**config.mk**
```make
export PLATFORM = sky130hd
export DESIGN_NAME = adq_ctrl
export DESIGN_NICKNAME = d
export VERILOG_FILES = /design/src/sv/adq_pkg.sv /design/src/sv/adq_ctrl.sv
export SDC_FILE = /design/constraint.sdc
export NUM_CORES = 1
export LEC_CHECK = 0
export ABC_AREA = 1
export ABC_CLOCK_PERIOD_IN_PS = 900
export BUFFER_PORTS_ARGS = -buffer_cell sky130_fd_sc_hd__buf_2
export CAP_MARGIN = 20
export CORE_AREA = 4 4 41 43
export DETAILED_ROUTE_END_ITERATION = 10
export DIE_AREA = 0 0 45 47
export GPL_ROUTABILITY_DRIVEN = 0
export MAX_ROUTING_LAYER = met4
export PLACE_DENSITY = 0.36
export SLEW_MARGIN = 10
export SYNTH_ARGS = -nofsm -noshare
export SYNTH_HDL_FRONTEND = slang
export SYNTH_SLANG_ARGS = --single-unit
```
**constraint.sdc**
```tcl
create_clock -name clk -period 0.9 [get_ports clk]
set_input_delay 0.135 -clock clk [delete_from_list [all_inputs] [get_ports clk]]
set_output_delay 0.135 -clock clk [all_outputs]
set_load 0.05 [all_outputs]
```
**src/sv/adq_pkg.sv**
```systemverilog
// ----------------------------------------------------------------------------
// adq_pkg
// Shared constants, codes and control types for the array deque block.
// ----------------------------------------------------------------------------
package adq_pkg;

  // default geometry
  localparam int DEPTH_DEF = 1024;
  localparam int WORD_W    = 32;
  localparam int CMD_W     = 3;
  localparam int STS_W     = 2;
  localparam int CNT_W_DEF = $clog2(DEPTH_DEF + 1);

  // command codes, unused codes behave as status only
  localparam logic [CMD_W-1:0] CMD_PUSH_FRONT = 3'd0;
  localparam logic [CMD_W-1:0] CMD_PUSH_BACK  = 3'd1;
  localparam logic [CMD_W-1:0] CMD_POP_FRONT  = 3'd2;
  localparam logic [CMD_W-1:0] CMD_POP_BACK   = 3'd3;
  localparam logic [CMD_W-1:0] CMD_STATUS     = 3'd4;

  // result status codes
  localparam logic [STS_W-1:0] ST_OK        = 2'd0;
  localparam logic [STS_W-1:0] ST_OVERFLOW  = 2'd1;
  localparam logic [STS_W-1:0] ST_UNDERFLOW = 2'd2;

  // controller to datapath commands
  typedef struct packed {
    logic take;   // input word accepted this cycle
    logic fill;   // store read data is valid, finish the pop
    logic load;   // capture the result register
  } adq_ctl_t;

  // datapath to controller status
  typedef struct packed {
    logic needs_read;   // presented command is a pop that exposes a stored word
  } adq_sts_t;

endpackage

```
**src/sv/adq_ctrl.sv**
```systemverilog
// ----------------------------------------------------------------------------
// adq_ctrl
// Controller: sequences accept, store read wait and result hand-off.
// ----------------------------------------------------------------------------
module adq_ctrl (
  input  logic              clk,
  input  logic              rst_n,
  input  logic              in_valid,
  output logic              in_ready,
  output logic              out_valid,
  input  logic              out_ready,
  input  adq_pkg::adq_sts_t sts,
  output adq_pkg::adq_ctl_t ctl
);
  import adq_pkg::*;

  typedef enum logic [0:0] {
    S_IDLE,
    S_FETCH
  } state_t;

  state_t state_r;
  state_t state_nxt;
  logic   out_valid_r;
  logic   out_valid_nxt;

  // take a word only when the result register is free by the next edge
  assign in_ready  = (state_r == S_IDLE) && (!out_valid_r || out_ready);
  assign out_valid = out_valid_r;

  // datapath commands
  always_comb begin
    ctl.take = in_valid && in_ready;
    ctl.fill = (state_r == S_FETCH);
    ctl.load = (ctl.take && !sts.needs_read) || ctl.fill;
  end

  // next state and result valid
  always_comb begin
    state_nxt     = state_r;
    out_valid_nxt = out_valid_r;
    if (out_valid_r && out_ready) begin
      out_valid_nxt = 1'b0;
    end
    if (ctl.load) begin
      out_valid_nxt = 1'b1;
    end
    case (state_r)
      S_IDLE: begin
        if (ctl.take && sts.needs_read) begin
          state_nxt = S_FETCH;
        end
      end
      S_FETCH: begin
        state_nxt = S_IDLE;
      end
      default: begin
        state_nxt = S_IDLE;
      end
    endcase
  end

  // state and registered outputs
  always_ff @(posedge clk) begin
    if (!rst_n) begin
      state_r     <= S_IDLE;
      out_valid_r <= 1'b0;
    end else begin
      state_r     <= state_nxt;
      out_valid_r <= out_valid_nxt;
    end
  end

endmodule

```
==> flow_metrics.tcl <==
set metrics [dict create \
    status "finished, violations left" \
    violations "negative setup slack" \
    core-area_sq_um 1300 \
    grt_max_degree 4 \
    synth_fp_nets 24 \
    die_h_microns 47 \
    fin_crit_sh_pct 129 \
    postPlaceCellArea_sq_um 204 \
    multi_input_comb_area_sq_um 68.8 \
    clkTransAtPathRegs_ns 0.03 \
    cts_buffer_depth 2 \
    overflow 0 \
    drt_iter0_markers 0 \
    worstMarginPinSlew_ns 0.251 \
    max_stage_delay_ns 0.34 \
    mostFrequentLayoutCell "buf_2" \
    dpl.hpwl_microns 252 \
    slew-limit-headroom_pct 83.4 \
    path_class "flip-flop to output port" \
    dr.pass1.iters 1 \
    io_pins 10 \
    yosysTopAreaCellShare_pct 29.4 \
    p_leak_nw 0.153 \
    cts_tree "done" \
    fin_ws_ns -0.264 \
    peakVddDrop_mv 0.515 \
    ant_nets 0 \
    synth_top_area_cell "dfxtp_1" \
    power.total_w 0.000478 \
    rsz0062_at_grt "true" \
    syn_area_sq_um 136 \
    design_area_sq_um 283 \
    clk_latency_ns 0.23 \
    port_buffers 9 \
    cts_root_buf "clkbuf_4" \
    arrival_ns 1.03 \
    slowest_stage "dfxtp_4" \
    cp_cell_sequence "nand2_4 > nand2_4 > nor2_4 > nand2_2 > nand2_2 > buf_8" \
    seq_area_sq_um 45.0 \
    syn_area_per_cell_sq_um 7.18 \
    h-tree-depth 1 \
    layout-drive-gt1-share_pct 75.8 \
    drv_slew 0 \
    area_delta_synth_final_pct 107 \
    crit_path_max_fanout 2 \
    grt.total_usage_pct 5.13 \
    routed_via_density 3.06 \
    final_cell_mix "6 x buf_2, 4 x inv_1, 3 x clkbuf_4, 3 x buf_8" \
    hold_buffers 0 \
    fp.dieArea_sq_um 2120 \
    drt_wl_total_microns 348 \
    die_x_microns 45 \
    num_rows 13 \
    numCtsBuffers 3 \
    yosysUniqueCellTypes 11 \
    cts.sinks 2 \
    fillers 154 \
    yosys_warnings 0 \
    grt_pass1_vias 162 \
    crit_path_start_kind "flip-flop" \
    fin_crit_ns 1.16 \
    wl_per_cell_microns 7.25 \
    clock.fmax_mhz 859 \
    grt_first_pass_wirelength_microns 648 \
    setup.worst_path.end_class "output port" \
    netlist_instances 19 \
    drc 0 \
    ys_ff_latch 2 \
    nets 39 \
    synth-seq-area-share_pct 29.4 \
    power_density_nw_per_um2 1690 \
    cap_violations 0 \
    hold_violations 0 \
    vias 147 \
    required_ns 0.76 \
    diodes 0 \
    finClkSkew_ns 0.00648 \
    setup_viol 5 \
    min_path_type "input pin to flip-flop" \
    initial_core_util_pct 10.5 \
    yosys-top-cells-area "dfxtp_1 29%, inv_1 14%, buf_4 11%, nand2_1 8.3%, nand2_4 8.3%" \
    antenna_found_initial 0 \
]
worst paths after layout:
check / slack [ns] / cells past startpoint / to / startpoint
min: 0.13 / 3 / out_valid$_SDFFE_PN0P_ / rst_n
min reg2reg: 0.65 / 4 / state_r$_SDFF_PP0_ / state_r$_SDFF_PP0_
max reg2reg: 0.04 / 5 / out_valid$_SDFFE_PN0P_ / out_valid$_SDFFE_PN0P_
max: -0.26 / 6 / ctl[0] / out_valid$_SDFFE_PN0P_
stage by stage:
step | utilization, % | setup WS [ns] | TNS [ns] | std cells | hold slack [ns]
5_1_grt | 21.7 | -0.339 | -1.12 | 48 | 0.145
3_5_place_dp | 15.7 | -0.150 | -0.298 | 43 | 0.363
4_1_cts | 20.5 | -0.300 | -0.919 | 47 | 0.117
3_3_place_gp | 15.7 | -0.154 | -0.320 | 43 | 0.362
2_1_floorplan | - | -0.377 | -0.522 | 19 | 0.238
6_report | 21.7 | -0.264 | -0.845 | 48 | 0.127
worst max-delay path, delay by kind of cell (launching register included):
family | cells | cell delay [ns]
DFF | 1 | 0.34
and+or+nand+nor | 5 | 0.32
buffers and inverters | 1 | 0.14
registers in the layout (all words and copies together), names as in the netlist:
signal / count
out_valid: 1
state_r: 1
cells in the mapped netlist:
library cell	instances
inv_1	5
nand2_4	1
inv_2	1
buf_4	2
a21oi_1	1
nand2_2	1
nand2_1	3
dfxtp_1	2
nor3_2	1
nor2_1	1
nor2_4	1
metal layers:
layer	vias to the layer above	track usage [%]	part of all wire, %
li1	80	-	-
met1	57	5.88	52
met2	10	5.37	35
met3	0	3.45	13
met4	0	5.26	0
met5	-	-	0
power by group:
part           internal [W]  switching (W)  total (W)
registers         0.0000943     0.00000433  0.0000986
clock network      0.000165      0.0000555   0.000220
logic             0.0000599      0.0000988   0.000159
logic make-up (layout without fill, tap and decap cells):
group | after synthesis | in the layout | synth area share, %
and+or+nand+nor | 8 | 8 | 39.4
buffers and inverters | 8 | 22 | 27.5
DFF | 2 | 2 | 29.4
AOI/OAI and AO/OA | 1 | 1 | 3.67
area by class of cell:
type                            count  share of cell area (%)
Tap cell                           15                    6.64
Timing Repair Buffer               12                    35.8
Inverter                            6                    7.96
Multi-Input combinational cell      9                    24.3
Clock buffer                        4                    9.29
Sequential cell                     2                    15.9
what timing repair did:
| item | 4_1_cts | 5_1_grt |
|---|---|---|
| setup endpoints to repair | 5 | 6 |
| cloned | 0 | 0 |
| resized for setup | 12 | 3 |
| pin swaps | 2 | 1 |
| buffers inserted | 0 | 1 |
(Power assumes the default switching activity.)
